$ cat src/hw/rtl/rgbconv_pkg.sv
// Shared types, constants and helpers for the RGB 3x3 convolution unit.
// No dependencies; the RTL files that use it refer to it by scoped names, the testbench imports it.
package rgbconv_pkg;

    // Frame limits
    localparam int MAX_WIDTH  = 1024;
    localparam int MAX_HEIGHT = 1024;

    // Column index, effective width and row counter widths
    localparam int COL_W = $clog2(MAX_WIDTH);
    localparam int W_W   = $clog2(MAX_WIDTH + 1);
    localparam int H_W   = $clog2(MAX_HEIGHT + 2);

    // Configuration port
    localparam int CFG_IDX_W  = 2;
    localparam int CFG_DATA_W = 11;
    localparam int SIZE_W     = 11;
    localparam int MODE_W     = 3;

    localparam logic [CFG_IDX_W-1:0] REG_KERNEL_MODE  = 2'd0;
    localparam logic [CFG_IDX_W-1:0] REG_IMAGE_WIDTH  = 2'd1;
    localparam logic [CFG_IDX_W-1:0] REG_IMAGE_HEIGHT = 2'd2;

    localparam logic [MODE_W-1:0] MODE_BOX     = 3'd0;
    localparam logic [MODE_W-1:0] MODE_GAUSS   = 3'd1;
    localparam logic [MODE_W-1:0] MODE_OUTLINE = 3'd2;
    localparam logic [MODE_W-1:0] MODE_EMBOSS  = 3'd3;
    localparam logic [MODE_W-1:0] MODE_SHARPEN = 3'd4;

    localparam logic [SIZE_W-1:0] RST_WIDTH  = 11'd640;
    localparam logic [SIZE_W-1:0] RST_HEIGHT = 11'd480;

    // Pixel data
    localparam int CH_W   = 8;
    localparam int NUM_CH = 3;
    localparam int PIX_W  = CH_W * NUM_CH;
    localparam int LS_W   = 2 * PIX_W;
    localparam int CH_MAX = 255;

    // Kernel arithmetic: signed sum range -4096..4095 covers every kernel
    localparam int SUM_W       = 13;
    localparam int RECIP_SHIFT = 16;
    localparam int RECIP9      = (2**RECIP_SHIFT + 9 - 1) / 9;
    localparam int RECIP_W     = 13;
    localparam int GAUSS_SHIFT = 4;

    // [2] red, [1] green, [0] blue
    typedef logic [NUM_CH-1:0][CH_W-1:0] t_pixel;
    // [0] upper row, [1] middle row, [2] current row
    typedef t_pixel [2:0] t_column;
    // [0] left column, [2] right column
    typedef t_column [2:0] t_window;

    // Border masks and frame marker travelling with an output position
    typedef struct packed {
        logic top_out;
        logic bot_out;
        logic left_out;
        logic right_out;
        logic last;
    } t_tap_ctrl;

    function automatic logic [W_W-1:0] eff_width(input logic [SIZE_W-1:0] v);
        logic [W_W-1:0] res;
        if (v == '0) begin
            res = W_W'(1);
        end else if (int'(v) > MAX_WIDTH) begin
            res = W_W'(MAX_WIDTH);
        end else begin
            res = W_W'(v);
        end
        return res;
    endfunction

    function automatic logic [H_W-1:0] eff_height(input logic [SIZE_W-1:0] v);
        logic [H_W-1:0] res;
        if (v == '0) begin
            res = H_W'(1);
        end else if (int'(v) > MAX_HEIGHT) begin
            res = H_W'(MAX_HEIGHT);
        end else begin
            res = H_W'(v);
        end
        return res;
    endfunction

endpackage

$ cat src/hw/rtl/rgbconv_column_cell.sv
// One column of the 3x3 window; cells are chained right to left.
// Depends on rgbconv_pkg.
module rgbconv_column_cell (
    input  logic                 i_clk,
    input  logic                 i_shift,
    input  rgbconv_pkg::t_column i_col,
    output rgbconv_pkg::t_column o_col
);

    rgbconv_pkg::t_column r_col;

    always_ff @(posedge i_clk) begin
        if (i_shift) begin
            r_col <= i_col;
        end
    end

    assign o_col = r_col;

endmodule

$ cat config.mk
export PLATFORM = sky130hd
export DESIGN_NAME = rgbconv_column_cell
export DESIGN_NICKNAME = d
export VERILOG_FILES = /design/src/hw/rtl/rgbconv_pkg.sv /design/src/hw/rtl/rgbconv_column_cell.sv
export SDC_FILE = /design/constraint.sdc
export NUM_CORES = 1
export LEC_CHECK = 0
export ABC_AREA = 1
export BUFFER_PORTS_ARGS = -buffer_cell sky130_fd_sc_hd__buf_4
export CAP_MARGIN = 20
export CORE_ASPECT_RATIO = 0.6
export CORE_MARGIN = 1
export CORE_UTILIZATION = 25
export CTS_CLUSTER_DIAMETER = 150
export DETAILED_ROUTE_END_ITERATION = 6
export HOLD_SLACK_MARGIN = 0.05
export SETUP_SLACK_MARGIN = 0.02
export SLEW_MARGIN = 20
export SYNTH_ARGS = -nofsm -noshare
export SYNTH_HDL_FRONTEND = slang
export SYNTH_SLANG_ARGS = --single-unit
$ cat constraint.sdc
create_clock -name i_clk -period 1.5 [get_ports i_clk]
set_clock_uncertainty 0.2 [all_clocks]
set_input_delay 0.075 -clock i_clk [delete_from_list [all_inputs] [get_ports i_clk]]
set_output_delay 0.075 -clock i_clk [all_outputs]
set_load 0.05 [all_outputs]
Yosys cells after proc, flatten, opt, wreduce, memory -nomap -nowiden
Cells that the tools add are included.
Widths: inputs -> output; s select.
{"block": "word_totals", "reg_bits": 72, "inputBits": 74, "output_inout_bits": 72}

Logic depth before layout (Yosys ltp)
Gate-level depths: netlist (run 1).
{"block": "logic_depth", "word_depth": 0, "depth_mapped": 0, "ltp_nobuf": 0}

Worst setup path after synthesis (run 1)
OpenSTA, ideal clock, no wires.
{"block": "synth_path", "path_type": "flip-flop to output port", "startpoint": "reg r_col (netlist bit o_col[0])", "endpoint": "out o_col[0] (netlist name)", "arrival_ps": 601, "t_required_ps": 1225, "path_slack_ps": 624, "stages_incl_launch_ff": 1, "path_buffers": 0, "cell_sequence": "edfxtp_1"}
{"item": "start, declared", "line_no": "rgbconv_column_cell.sv:10", "source": "rgbconv_pkg::t_column r_col;"}
{"item": "start signal, assigned", "line_no": "rgbconv_column_cell.sv:14", "source": "r_col <= i_col;"}
{"item": "end, declared", "line_no": "rgbconv_column_cell.sv:7", "source": "output rgbconv_pkg::t_column o_col"}
No word-level cell between the ends.

Worst setup path in the final report (run 1)
{"block": "layout_path", "startpoint": "reg r_col (netlist bit o_col[33])", "endpoint": "out o_col[33] (netlist name)"}
No word-level cell between the ends.

==> impl_metrics.yaml, run 1 <==
pwr:
  p_leak_nw: 1.845
  total_power_mw: 5.433
  power_density_mw_per_mm2: 1229
  vdd.ir_drop.worst_uv: 838.7
finish:
  nets: 377
  multi_input_area_um2: 0
  insertedDiodeCount: 0
  n_fill_cell: 649
  layout.area.seq_mm2: 0.002162
  largest_reg_flops: 72
  final_cell_area_mm2: 0.004420
  layout-drive-gt1-share_pct: 51.95
  syn_to_final_growth_pct: 104.5
  comb.multi_input.count: 0
clocking:
  root_buffer: "clkbuf_16"
  cts_buffer_depth: 2
  clkTransAtPathRegs_ns: 0.06
  cts.repair.resized: 0
  postCtsSetupRepairBufs: 0
  htree_levels: 3
  cts_sinks: 72
  cts_buffers: 9
  cts_tree: "yes"
global_routing:
  grt_start_max_net_pins: 37
  grt_usage_pct: 12.44
  grt_pass1_wl_mm: 7.859
  grt_antenna_before_repair: 0
  overflow: 0
  grt_pass1_vias: 1645
timing:
  post-route-period-util_pct: 79.21
  tightest_slew_ns: 0.2004
  tns_ns: 0
  rsz0062_at_grt: "no"
  fmax_ghz: 0.8416
  relSlewSlack_pct: 86.64
  fin_crit_ns: 1.188
  setup_viol: 0
  hold_viol: 0
  drv_slew: 0
setup_path:
  crit_arrival_ns: 0.91
  max_stage_delay_ns: 0.39
  crit_slowest_cell: "edfxtp_1"
  path_buf_inv: 1
  cp_max_fo: 1
  cp-end-kind: "output pin"
  worstPathRequired_ns: 1.22
  crit_family: "flip-flops"
  path_cells: "buf_4"
  startpoint_type: "flop"
  critical_path_class: "flop to output pin"
hold_path:
  hp-class: "input port to flop"
  min_from: "i_col[8]"
  holdPathStages: 2
  hold_path_end: "o_col[8]$_DFFE_PP_"
synth:
  yosys.area.top_type: "edfxtp_1"
  yosysSeqAreaShare_pct: 100.0
  synth_nets: 146
  synthTopCellsByArea: "edfxtp_1 (100%)"
  synthCells: 72
  avgSynthCellArea_um2: 30.03
  synth_top_area_share_pct: 100.0
  netlist_area_mm2: 0.002162
  synth_cell_types: 1
  ys_ff_latch: 72
  yosysWarnings: 0
floorplan:
  core-area_mm2: 0.008133
  ios: 146
  initial_utilization_pct: 26.58
  die-height_um: 74.04
  fp.dieArea_mm2: 0.009036
  core.rowCount: 25
  die_x_um: 122.1
detailed_routing:
  wl_per_cell_um: 13.44
  drtPass1Iterations: 4
  drc: 0
  wl_mm: 5.591
  drt-initial-drc-count: 84
  avgViaCountPerCell: 3.825
  postRouteAntennaNets: 0
  via_count: 1591
place:
  portBuffers: 145
  dp_hpwl_mm: 3.364
  placed_area_mm2: 0.003426
  routabilityCongestion: 0.6734
outcome:
  outcome: "finished clean"
run:
  drv_cap: 0
==> synthesized netlist by cell type, drive strengths merged <==
cell type / n
edfxtp: 72
==> report_power, final <==
group          internal (mW)  leakage, nW  switching [mW]
sequential              2.39        0.705          0.0421
combinational          0.442         1.02           0.708
clock                   1.10        0.120           0.751
total                   3.93         1.84            1.50
==> timing repair <==
| item | in CTS | in global routing |
|---|---|---|
| hold buffers | 73 | 0 |
| endpoints found under the setup margin | 0 | 0 |
| endpoints found under the hold margin | 144 | 0 |
==> cells in the final DEF, fill, tap and decap left out <==
master	instances
clkinv_2	1
dlygate4sd3_1	73
buf_4	145
clkinv_1	3
clkinvlp_4	3
buf_12	2
edfxtp_1	72
clkbuf_16	9
==> layer usage <==
layer	routed length, µm	vias up	global-route usage (%)	share of wire [%]
met5	0	-	0	0
met4	93	0	7.317	1.7
met3	810	10	9.126	14
met2	2485	103	17.89	44
met1	2202	723	13.34	39
li1	-	755	-	-
==> logic make-up after synthesis <==
kind of cell / Yosys count / share of synthesized area, %
flip-flops: 72 / 100.0
==> area by class of cell <==
cell class | instances | share of cell area [%]
repair buffers | 220 | 42.06
well taps | 108 | 3.057
flip-flops and latches | 72 | 48.91
clock inverters | 7 | 0.8774
clock buffers | 9 | 5.095
==> through the flow <==
step / utilization [%] / setup slack (ns) / cells / hold WS, ns
after floorplan: - / 0.6244 / 72 / -0.02613
after global placement: 42.12 / 0.5679 / 327 / 0.05319
after global routing: 54.35 / 0.2574 / 416 / 0.2540
after detailed placement: 42.12 / 0.5542 / 327 / 0.05444
after CTS: 54.35 / 0.2978 / 416 / 0.2440
final: 54.35 / 0.3118 / 416 / 0.2647
==> worst max path at each step <==
| stage | slack (ns) | from | cells past startpoint | to |
|---|---|---|---|---|
| after CTS | 0.30 | o_col[23]$_DFFE_PP_ | 1 | o_col[23] |
| after global routing | 0.26 | o_col[33]$_DFFE_PP_ | 1 | o_col[33] |
| after detailed placement | 0.55 | i_shift | 2 | o_col[11]$_DFFE_PP_ |
| after global placement | 0.57 | i_shift | 2 | o_col[2]$_DFFE_PP_ |
| after floorplan | 0.62 | o_col[0]$_DFFE_PP_ | 0 | o_col[0] |
| final | 0.31 | o_col[33]$_DFFE_PP_ | 1 | o_col[33] |
Note: power is estimated with default switching activity, not from simulation.
==> inputs of run 2 (changes only) <==
==> constraint.sdc (replaced) <==
create_clock -name i_clk -period 1.2 [get_ports i_clk]
set_clock_uncertainty 0.2 [all_clocks]
set_input_delay 0.06 -clock i_clk [delete_from_list [all_inputs] [get_ports i_clk]]
set_output_delay 0.06 -clock i_clk [all_outputs]
set_load 0.05 [all_outputs]
==> run 2 against run 1 <==
  * The flow now finishes with violations (negative hold slack)
  * Sequential cell count did not move
  * Non-clock buffer count rose by 1
  * Setup slack got worse by 0.30 ns
  * Clock power rose by 25%
  * Critical path depth rose by 1
  * Sequential share of layout area fell by 2.0 points
  * Combinational power rose by 32%
  * Global-route usage rose by 0.24 points
  * Sequential power rose by 26%
  * Final area rose by 4.2%
  * Via count rose by 1.8%
  * Critical endpoint is now o_col[50]$_DFFE_PP_
==> impl_metrics.yaml, run 2 (synthesis results as in run 1) <==
clocking:
  cts_tree: "yes"
  cts_buffer_depth: 2
  postCtsHoldBufs: 73
  clkTransAtPathRegs_ns: 0.06
  cts_buffers: 9
  root_buffer: "clkbuf_16"
  cts_sinks: 72
  htree_levels: 3
  postCtsSetupRepairBufs: 0
detailed_routing:
  drtPass1Iterations: 4
  met2_length_mm: 2.877
  avgViaCountPerCell: 3.882
  wl_mm: 6.146
  via_count: 1619
  drt-initial-drc-count: 63
  route.top_layer_used: "met4"
  drc: 0
  postRouteAntennaNets: 0
  wl_met1_mm: 2.387
  wl_per_cell_um: 14.74
  wl_met3_um: 789
finish:
  mostFrequentLayoutCell: "buf_4"
  multi_input_area_um2: 0
  final_cell_mix: "buf_4 (99), dlygate4sd3_1 (73), edfxtp_1 (72)"
  largest_reg_flops: 72
  final_cell_area_mm2: 0.004604
  layout.area.seq_mm2: 0.002162
  n_fill_cell: 623
  insertedDiodeCount: 0
  comb.multi_input.count: 0
  syn_to_final_growth_pct: 113.0
  nets: 378
  layout-drive-gt1-share_pct: 52.10
  stdcell_count: 417
timing:
  holdWs_ns: -0.006696
  fmax_ghz: 0.8413
  relSlewSlack_pct: 76.49
  drv_slew: 0
  tightest_slew_ns: 0.3514
  rsz0062_at_grt: "yes"
  worst_slack_ns: 0.01136
  setup_viol: 0
  post-route-period-util_pct: 99.05
  fin_crit_ns: 1.189
  hold_viol: 7
place:
  placed_area_mm2: 0.003433
  routabilityCongestion: 0.6689
  dpl_worst_slack_ns: 0.1997
  dp_hpwl_mm: 3.352
  portBuffers: 145
  dp.cells: 328
pwr:
  power_density_mw_per_mm2: 1504
  power_switching_mw: 1.930
  p_comb_share_pct: 22.0
  vdd.ir_drop.worst_uv: 947.1
  swShare_pct: 27.87
  seq_power_share_pct: 44.5
  p_int_mw: 4.996
  p_leak_nw: 1.908
  p_clk_share_pct: 33.6
setup_path:
  worstPathRequired_ns: 0.99
  startpoint_type: "input port"
  crit_arrival_ns: 0.98
  path_buf_inv: 2
  setup.worst_path.start: "i_shift"
  max_stage_delay_ns: 0.78
  crit_cells: 2
  path_cells: "buf_4 > dlygate4sd3_1"
  cp_max_fo: 7
  crit_family: "buffers and inverters"
  cp-end-kind: "flop"
  critical_path_class: "input port to flop"
  crit_slowest_cell: "dlygate4sd3_1"
global_routing:
  overflow: 0
  grt_antenna_before_repair: 0
  grt_start_max_net_pins: 31
  grt_pass1_wl_mm: 8.128
  grt_usage_pct: 12.68
  grt_pass1_vias: 1695
outcome:
  outcome: "finished with violations"
  violations: "negative hold slack"
floorplan:
  core.rowCount: 25
  fp.dieArea_mm2: 0.009036
  die-height_um: 74.04
  ios: 146
  initial_utilization_pct: 26.58
  core-area_mm2: 0.008133
  die_x_um: 122.1
run:
  drv_cap: 0
hold_path:
  holdPathStages: 2
  hp-class: "input port to flop"
  min_from: "i_shift"
  hold_path_end: "o_col[68]$_DFFE_PP_"
==> run 2: changes by cell type in the layout (fill, tap and decap cells not counted) <==
cell and change:
buf_4 -46, buf_6 +47
==> run 2: through the flow <==
step / total power [mW] / utilization, % / setup TNS, ns
after floorplan: 3.796 / - / 0
after global placement: 4.337 / 42.22 / 0
after detailed placement: 4.341 / 42.22 / 0
after CTS: 6.893 / 54.91 / 0
after global routing: 7.164 / 56.62 / -0.1372
final: 6.926 / 56.62 / 0
==> run 2: timing repair <==
action	in CTS	in global routing
setup endpoints to repair	10	43
resized for setup	10	37
endpoints found under the hold margin	79	65
==> run 2: final cells by class <==
class,instances,share of cell area (%)
Timing Repair Buffer,221,44.37
Clock inverter,7,0.8424
Tap cell,108,2.935
Clock buffer,9,4.891
Sequential cell,72,46.96
==> run 2: power by group through the flow <==
| stage | sequential, mW | combinational (mW) | clock [mW] |
|---|---|---|---|
| 2_1_floorplan | 3.80 | 0 | 0 |
| 3_3_place_gp | 3.09 | 1.24 | 0 |
| 3_5_place_dp | 3.10 | 1.24 | 0 |
| 4_1_cts | 3.05 | 1.45 | 2.39 |
| 5_1_grt | 3.10 | 1.58 | 2.49 |
| 6_report | 3.08 | 1.52 | 2.32 |
==> run 2: worst max path at each step <==
stage / endpoint / slack, ns
floorplan: o_col[0] / 0.34
global placement: o_col[58]$_DFFE_PP_ / 0.21
detailed placement: o_col[42]$_DFFE_PP_ / 0.20
CTS: o_col[25] / 0.02
global route: o_col[69] / -0.04
finish: o_col[50]$_DFFE_PP_ / 0.01
==> run 2: metal layers <==
metal	up-vias	track usage, %
met1	749	13.92
met5	-	0
met4	0	5.691
met3	9	8.742
met2	102	19.08
li1	759	-
