===== src/hw/rtl/rgbconv_pkg.sv =====
// Shared types, constants and helpers for the RGB 3x3 convolution unit.
// No dependencies; the RTL files that use it refer to it by scoped names, the testbench imports it.
package rgbconv_pkg;

    // Frame limits
    localparam int MAX_WIDTH  = 1024;
    localparam int MAX_HEIGHT = 1024;

    // Column index, effective width and row counter widths
    localparam int COL_W = $clog2(MAX_WIDTH);
    localparam int W_W   = $clog2(MAX_WIDTH + 1);
    localparam int H_W   = $clog2(MAX_HEIGHT + 2);

    // Configuration port
    localparam int CFG_IDX_W  = 2;
    localparam int CFG_DATA_W = 11;
    localparam int SIZE_W     = 11;
    localparam int MODE_W     = 3;

    localparam logic [CFG_IDX_W-1:0] REG_KERNEL_MODE  = 2'd0;
    localparam logic [CFG_IDX_W-1:0] REG_IMAGE_WIDTH  = 2'd1;
    localparam logic [CFG_IDX_W-1:0] REG_IMAGE_HEIGHT = 2'd2;

    localparam logic [MODE_W-1:0] MODE_BOX     = 3'd0;
    localparam logic [MODE_W-1:0] MODE_GAUSS   = 3'd1;
    localparam logic [MODE_W-1:0] MODE_OUTLINE = 3'd2;
    localparam logic [MODE_W-1:0] MODE_EMBOSS  = 3'd3;
    localparam logic [MODE_W-1:0] MODE_SHARPEN = 3'd4;

    localparam logic [SIZE_W-1:0] RST_WIDTH  = 11'd640;
    localparam logic [SIZE_W-1:0] RST_HEIGHT = 11'd480;

    // Pixel data
    localparam int CH_W   = 8;
    localparam int NUM_CH = 3;
    localparam int PIX_W  = CH_W * NUM_CH;
    localparam int LS_W   = 2 * PIX_W;
    localparam int CH_MAX = 255;

    // Kernel arithmetic: signed sum range -4096..4095 covers every kernel
    localparam int SUM_W       = 13;
    localparam int RECIP_SHIFT = 16;
    localparam int RECIP9      = (2**RECIP_SHIFT + 9 - 1) / 9;
    localparam int RECIP_W     = 13;
    localparam int GAUSS_SHIFT = 4;

    // [2] red, [1] green, [0] blue
    typedef logic [NUM_CH-1:0][CH_W-1:0] t_pixel;
    // [0] upper row, [1] middle row, [2] current row
    typedef t_pixel [2:0] t_column;
    // [0] left column, [2] right column
    typedef t_column [2:0] t_window;

    // Border masks and frame marker travelling with an output position
    typedef struct packed {
        logic top_out;
        logic bot_out;
        logic left_out;
        logic right_out;
        logic last;
    } t_tap_ctrl;

    function automatic logic [W_W-1:0] eff_width(input logic [SIZE_W-1:0] v);
        logic [W_W-1:0] res;
        if (v == '0) begin
            res = W_W'(1);
        end else if (int'(v) > MAX_WIDTH) begin
            res = W_W'(MAX_WIDTH);
        end else begin
            res = W_W'(v);
        end
        return res;
    endfunction

    function automatic logic [H_W-1:0] eff_height(input logic [SIZE_W-1:0] v);
        logic [H_W-1:0] res;
        if (v == '0) begin
            res = H_W'(1);
        end else if (int'(v) > MAX_HEIGHT) begin
            res = H_W'(MAX_HEIGHT);
        end else begin
            res = H_W'(v);
        end
        return res;
    endfunction

endpackage


===== src/hw/rtl/rgbconv_kernel.sv =====
// Kernel arithmetic: masked weighted sums (registered), then scale and clamp.
// Depends on rgbconv_pkg.
module rgbconv_kernel (
    input  logic                                  i_clk,
    input  logic                                  i_rst_n,
    input  logic                                  i_adv,
    input  logic                                  i_valid,
    input  rgbconv_pkg::t_tap_ctrl                i_ctrl,
    input  rgbconv_pkg::t_window                  i_win,
    input  logic [rgbconv_pkg::MODE_W-1:0]        i_mode,
    output logic                                  o_valid,
    output logic                                  o_last,
    output rgbconv_pkg::t_pixel                   o_rgb
);

    localparam int SUM_W = rgbconv_pkg::SUM_W;
    localparam int PROD_W = SUM_W + rgbconv_pkg::RECIP_W;

    logic                      tap_en [3][3];
    logic [rgbconv_pkg::CH_W-1:0] v   [rgbconv_pkg::NUM_CH][3][3];
    logic signed [SUM_W-1:0]   s   [rgbconv_pkg::NUM_CH][3][3];
    logic signed [SUM_W-1:0]   sc  [rgbconv_pkg::NUM_CH];
    logic signed [SUM_W-1:0]   se  [rgbconv_pkg::NUM_CH];
    logic signed [SUM_W-1:0]   n_sum [rgbconv_pkg::NUM_CH];
    logic signed [SUM_W-1:0]   r_sum [rgbconv_pkg::NUM_CH];
    logic [PROD_W-1:0]         prod  [rgbconv_pkg::NUM_CH];
    logic signed [SUM_W-1:0]   q     [rgbconv_pkg::NUM_CH];
    logic                      r_valid;
    logic                      r_last;

    // Neighbours outside the frame read as zero
    always_comb begin
        for (int r = 0; r < 3; r++) begin
            for (int c = 0; c < 3; c++) begin
                tap_en[r][c] = !((r == 0 && i_ctrl.top_out) || (r == 2 && i_ctrl.bot_out)
                              || (c == 0 && i_ctrl.left_out) || (c == 2 && i_ctrl.right_out));
            end
        end
    end

    always_comb begin
        for (int k = 0; k < rgbconv_pkg::NUM_CH; k++) begin
            for (int r = 0; r < 3; r++) begin
                for (int c = 0; c < 3; c++) begin
                    v[k][r][c] = tap_en[r][c] ? i_win[c][r][k] : '0;
                    s[k][r][c] = signed'(SUM_W'(v[k][r][c]));
                end
            end
            sc[k] = s[k][0][0] + s[k][0][2] + s[k][2][0] + s[k][2][2];
            se[k] = s[k][0][1] + s[k][1][0] + s[k][1][2] + s[k][2][1];
            unique case (i_mode)
                rgbconv_pkg::MODE_GAUSS: begin
                    n_sum[k] = sc[k] + (se[k] <<< 1) + (s[k][1][1] <<< 2);
                end
                rgbconv_pkg::MODE_OUTLINE: begin
                    n_sum[k] = (s[k][1][1] <<< 3) - sc[k] - se[k];
                end
                rgbconv_pkg::MODE_EMBOSS: begin
                    n_sum[k] = s[k][1][1] + s[k][1][2] + s[k][2][1] + (s[k][2][2] <<< 1)
                             - (s[k][0][0] <<< 1) - s[k][0][1] - s[k][1][0];
                end
                rgbconv_pkg::MODE_SHARPEN: begin
                    n_sum[k] = (s[k][1][1] <<< 2) + s[k][1][1] - se[k];
                end
                default: begin
                    // box blur, also for the unused codes
                    n_sum[k] = sc[k] + se[k] + s[k][1][1];
                end
            endcase
        end
    end

    always_ff @(posedge i_clk) begin
        if (!i_rst_n) begin
            r_valid <= 1'b0;
        end else if (i_adv) begin
            r_valid <= i_valid;
        end
    end

    always_ff @(posedge i_clk) begin
        if (i_adv && i_valid) begin
            r_sum  <= n_sum;
            r_last <= i_ctrl.last;
        end
    end

    // Scale and clamp; floor(sum/9) via reciprocal, exact for sums below 2^15
    always_comb begin
        for (int k = 0; k < rgbconv_pkg::NUM_CH; k++) begin
            prod[k] = PROD_W'(unsigned'(r_sum[k])) * PROD_W'(rgbconv_pkg::RECIP9);
            unique case (i_mode)
                rgbconv_pkg::MODE_GAUSS: begin
                    q[k] = r_sum[k] >>> rgbconv_pkg::GAUSS_SHIFT;
                end
                rgbconv_pkg::MODE_OUTLINE, rgbconv_pkg::MODE_EMBOSS,
                rgbconv_pkg::MODE_SHARPEN: begin
                    q[k] = r_sum[k];
                end
                default: begin
                    q[k] = signed'(SUM_W'(prod[k] >> rgbconv_pkg::RECIP_SHIFT));
                end
            endcase
            if (r_sum[k] < 0) begin
                o_rgb[k] = '0;
            end else if (q[k] > SUM_W'(rgbconv_pkg::CH_MAX)) begin
                o_rgb[k] = rgbconv_pkg::CH_W'(rgbconv_pkg::CH_MAX);
            end else begin
                o_rgb[k] = q[k][rgbconv_pkg::CH_W-1:0];
            end
        end
    end

    assign o_valid = r_valid;
    assign o_last  = r_last;

endmodule


===== config.mk =====
export PLATFORM = sky130hd
export DESIGN_NAME = rgbconv_kernel
export DESIGN_NICKNAME = d
export VERILOG_FILES = /design/src/hw/rtl/rgbconv_pkg.sv /design/src/hw/rtl/rgbconv_kernel.sv
export SDC_FILE = /design/constraint.sdc
export NUM_CORES = 2
export LEC_CHECK = 0
export BUFFER_PORTS_ARGS = -buffer_cell sky130_fd_sc_hd__buf_4
export CAP_MARGIN = 20
export CORE_ASPECT_RATIO = 1.25
export CORE_MARGIN = 2
export CORE_UTILIZATION = 30
export CTS_BUF_LIST = sky130_fd_sc_hd__clkbuf_4 sky130_fd_sc_hd__clkbuf_8 sky130_fd_sc_hd__clkbuf_16
export CTS_CLUSTER_DIAMETER = 120
export CTS_CLUSTER_SIZE = 30
export DETAILED_ROUTE_END_ITERATION = 16
export MAX_ROUTING_LAYER = met4
export PLACE_DENSITY = 0.52
export RECOVER_POWER = 50
export SYNTH_ARGS = -nofsm -noshare
export SYNTH_HDL_FRONTEND = slang
export SYNTH_SLANG_ARGS = --single-unit

===== constraint.sdc =====
create_clock -name i_clk -period 9.9 [get_ports i_clk]
set_clock_uncertainty 0.05 [all_clocks]
set_input_delay 1.98 -clock i_clk [delete_from_list [all_inputs] [get_ports i_clk]]
set_output_delay 1.98 -clock i_clk [all_outputs]
set_load 0.03 [all_outputs]

# After elaboration in Yosys (flattened, before gate mapping)
# Cells that the tools add are included.
[word_totals]
ff_bits = 41
elab_cells = 120
[op_classes]
n_addsub = 60
multipliers = 3
n_lt_le_gt_ge = 6
eq_ne = 4
mux = 36
reduce_logical = 6
[ops]
columns = ["cell", "count"]
rows = [
  ["8-bit two-way mux", 30],
  ["13-bit one-hot mux with 4 select lines", 3],
  ["10-bit by 8-bit adder with 11-bit output", 9],
  ["9-bit by 8-bit adder with 10-bit output", 9],
  ["8-bit by 8-bit adder with 9-bit output", 9],
  ["13-bit one-hot mux with 2 select lines", 3],
  ["13-bit by 12-bit multiplier with 25-bit output, second input constant", 3],
  ["11-bit by 11-bit subtractor with 12-bit output", 6],
  ["11-bit by 12-bit adder with 13-bit output", 3],
  ["12-bit by 8-bit adder with 13-bit output", 3],
  ["13-bit by 11-bit adder with 13-bit output", 3],
  ["13-bit by 9-bit greater-than comparator with 1-bit output, second input constant", 3],
  ["13-bit by 1-bit < comparator with 1-bit output, second input constant", 3],
  ["12-bit by 12-bit subtractor with 13-bit output", 3],
  ["12-bit by 9-bit subtractor with 13-bit output", 3],
  ["13-bit by 9-bit subtractor with 13-bit output", 3],
  ["11-bit by 11-bit adder with 12-bit output", 3],
  ["11-bit by 9-bit subtractor with 12-bit output", 3],
  ["10-bit by 9-bit adder with 11-bit output", 3],
  ["3-bit by 2-bit equality test with 1-bit output, second input constant", 2],
  ["1-bit logical OR", 4],
  ["3-bit by 1-bit equality test with 1-bit output, second input constant", 1],
  ["3-bit equality test, second input constant", 1],
  ["3-bit OR reduction", 1],
  ["1-bit logical AND", 1],
]

# Depth between registers and ports, before layout
[depth]
depth_word = 8
mapped_depth = 30

# Least setup slack after synthesis
# OpenSTA, ideal clock, no wires.
[synth_timing]
kind = "input to register"
start = "input i_ctrl[1] (netlist name)"
end = "register r_sum[22] (netlist name) (data pin)"
setup_time_ps = 272
arrival_ps = 7282
setup_slack_ps = 2296
stages = 24
path_buffers = 2
path_cell_list = "clkbuf_1 -> nor2_1 -> clkbuf_1 -> and2_1 -> inv_1 -> fa_1 -> inv_1 -> fa_1 -> inv_1 -> fa_1 -> inv_1 -> ha_1 -> inv_1 -> o21a_1 -> o21bai_1 -> xor2_1 -> fa_1 -> ha_1 -> nor4_1 -> nor3_1 -> a31oi_1 -> xnor2_1 -> nor2_1 -> or4_1"
[synth_lines]
columns = ["item", "line_no", "source"]
rows = [
  ["start, declared", "rgbconv_kernel.sv:8", "input rgbconv_pkg::t_tap_ctrl i_ctrl,"],
  ["end signal, assigned", "rgbconv_kernel.sv:83", "r_sum <= n_sum;"],
  ["end, declared", "rgbconv_kernel.sv:25", "logic signed [SUM_W-1:0] r_sum [rgbconv_pkg::NUM_CH];"],
]

==> results.json <==
{
  "n_fill_cell": 9310,
  "hpwl_um": 70600,
  "cp.arrival_ns": 8.63,
  "grt_pass1_wl_um": 125000,
  "core_um2": 88400,
  "fmax_ghz": 0.116,
  "grt_use_total": 0.180,
  "antenna_found_initial": 1,
  "clkSinkCount": 41,
  "max_slew_margin": -0.718,
  "path_buf_inv": 2,
  "status": "finished with violations",
  "ys_types": 80,
  "end_kind": "register",
  "cts_tree": "built",
  "die_w_um": 271,
  "drv_slew": 42,
  "final.min_clock_period_ns": 8.65,
  "final_cell_mix": "640 x inv_1, 507 x ha_1, 363 x fa_1",
  "cpMostUsedCell": "ha_1",
  "worst_hold_slack_ns": 0.529,
  "setup_violations": 0,
  "cts_htree_levels": 2,
  "critPathMaxStageDelay_ns": 1.06,
  "tns_ns": 0,
  "setup.worst_path.class": "input port to register",
  "ys_seq_area_frac": 0.0457,
  "violations": "capacitance limit, slew limit",
  "path_clk_slew_ns": 0.07,
  "async_reset_ff_frac": 0,
  "wl_met1_um": 36500,
  "drt_wl_total_um": 79500,
  "portBuffers": 253,
  "grt_overflow_total": 0,
  "finalNetCount": 4382,
  "layout-drive-gt1-share": 0.0947,
  "rsz0062_at_grt": "no",
  "post_cts_buffers": 0,
  "wl_per_cell_um": 17.8,
  "drtAntennaViolNets": 0,
  "crit_slowest_cell": "nor2_1",
  "numCtsBuffers": 5,
  "die_h_um": 338,
  "synth_seq_cells": 41,
  "reg2reg_slack_ns": 9.16,
  "crit_family": "adder cells",
  "ios": 254,
  "hold_class": "register to register",
  "place.gp.congestion": 0.879,
  "top_layer": "met4",
  "dr_wl_met3_um": 2150,
  "clkLatencyLatePin_ns": 0.32,
  "cp_max_fo": 26,
  "syn_nets": 4158,
  "synth-edff-count": 40,
  "syn_inst": 3060,
  "drtIter0Drc": 848,
  "hold_viol": 0,
  "synth_area_per_cell_um2": 8.74,
  "die_area_um2": 91600,
  "post-route-period-util": 0.874,
  "tightest_slew_ns": 2.58,
  "syn_to_final_growth_pct": 12.9,
  "dr.pass1.iters": 5,
  "rows": 122,
  "clockRootBuffer": "clkbuf_16",
  "clock_path_buffers": 2,
  "vias_per_cell": 4.74,
  "final_common_cell": "inv_1",
  "cts_resized": 0,
  "post-route-drc-count": 0,
  "ys.flop_type": "edfxtp_1",
  "synth_warnings": 0,
  "dp.cells": 4455,
  "crit_required_ns": 9.88,
  "hold_buffers": 0,
  "syn_area_um2": 26700,
  "vias": 21200,
  "grt_pass1_vias": 22900,
  "start_util": 0.303,
  "synth_top_area_frac": 0.272,
  "grt_max_degree": 43,
  "crit_chain": "buf_4, nor2_1, and2_0, ha_1, fa_1, ha_1, fa_1, xor2_1, inv_1, ha_1, nor4b_1, o211ai_1, nand2_1, a21oi_1, ha_1, nand2_1, o21ai_0, o41ai_1, o21ai_0, xnor2_1, a221oi_1, o211ai_1",
  "synthTopCellsByArea": "fa_1 27%, ha_1 24%, inv_1 9.0%",
  "synth_area_leader_cell": "fa_1",
  "final_cells": 4464,
  "wl_met2_um": 39100,
  "cap_violations": 1,
  "startpoint_type": "input port"
}
[worst reg2reg max path: stages (launching register included)]
cell	delay, ns
dfxtp_1	0.31
nor2b_1	0.12
o21a_1	0.16
[metrics by stage]
step	setup slack (ns)	instance area, um2	utilization
3_3_place_gp	1.27	30000	0.340
5_1_grt	0.768	30200	0.342
6_report	1.25	30200	0.342
3_5_place_dp	1.23	30000	0.340
2_1_floorplan	2.30	26700	-
4_1_cts	1.37	30200	0.342
[cells by family after synthesis]
group,Yosys count,synth area share
adder cells (fa/ha/maj),870,0.509
multiplexers,4,0.00150
buffers and inverters,692,0.0983
flip-flops,41,0.0457
AO/OA/AOI/OAI,593,0.151
XOR/XNOR,229,0.0750
AND/OR/NAND/NOR,631,0.119
[synthesized netlist by cell type, drive strengths merged (15+ instances only)]
| cell type | n |
|---|---|
| inv | 640 |
| ha | 507 |
| fa | 363 |
| nor2 | 159 |
| xnor2 | 151 |
| a21oi | 150 |
| nand2 | 118 |
| o21ai | 92 |
| xor2 | 78 |
| and2 | 76 |
| nand2b | 70 |
| nor2b | 68 |
| nor3 | 63 |
| a21o | 54 |
| o21bai | 42 |
| edfxtp | 40 |
| clkbuf | 38 |
| a31oi | 33 |
| nand3 | 30 |
| o21a | 24 |
| a221oi | 21 |
| o22ai | 21 |
| a211oi | 19 |
| o211ai | 16 |
| a21boi | 15 |
| a22oi | 15 |
[final timing paths]
kind                                      startpoint  cells past startpoint                   end
worst max-delay path                       i_ctrl[4]                     22   r_sum[36]$_DFFE_PP_
worst min-delay path            o_valid$_SDFFE_PN0P_                      2  o_valid$_SDFFE_PN0P_
worst max register to register  o_valid$_SDFFE_PN0P_                      2  o_valid$_SDFFE_PN0P_
worst min register to register  o_valid$_SDFFE_PN0P_                      2  o_valid$_SDFFE_PN0P_
[flip-flops by register name, summed over array words and instances, names as in the netlist]
register and count:
r_sum 39, o_valid 1, o_last 1
[routing by layer]
metal,track usage,up-vias
met2,0.316,385
li1,-,10600
met1,0.230,10200
met3,0.00907,64
met5,-,-
met4,0.0415,0
[layout make-up]
| type | instances | area [um2] | share of cell area |
|---|---|---|---|
| Clock inverter | 2 | 33.8 | 0.00112 |
| Clock buffer | 6 | 133 | 0.00439 |
| Timing Repair Buffer | 269 | 2010 | 0.0665 |
| Tap cell | 1178 | 1470 | 0.0488 |
| Sequential cell | 41 | 1220 | 0.0405 |
| Antenna cell | 1 | 2.50 | 0.0000829 |
| Inverter | 640 | 2400 | 0.0796 |
| Multi-Input combinational cell | 2327 | 22900 | 0.759 |
Power is left out: the tool's default activity adds up to more than one toggle a clock period on the data nets, which glitch-free logic cannot reach.
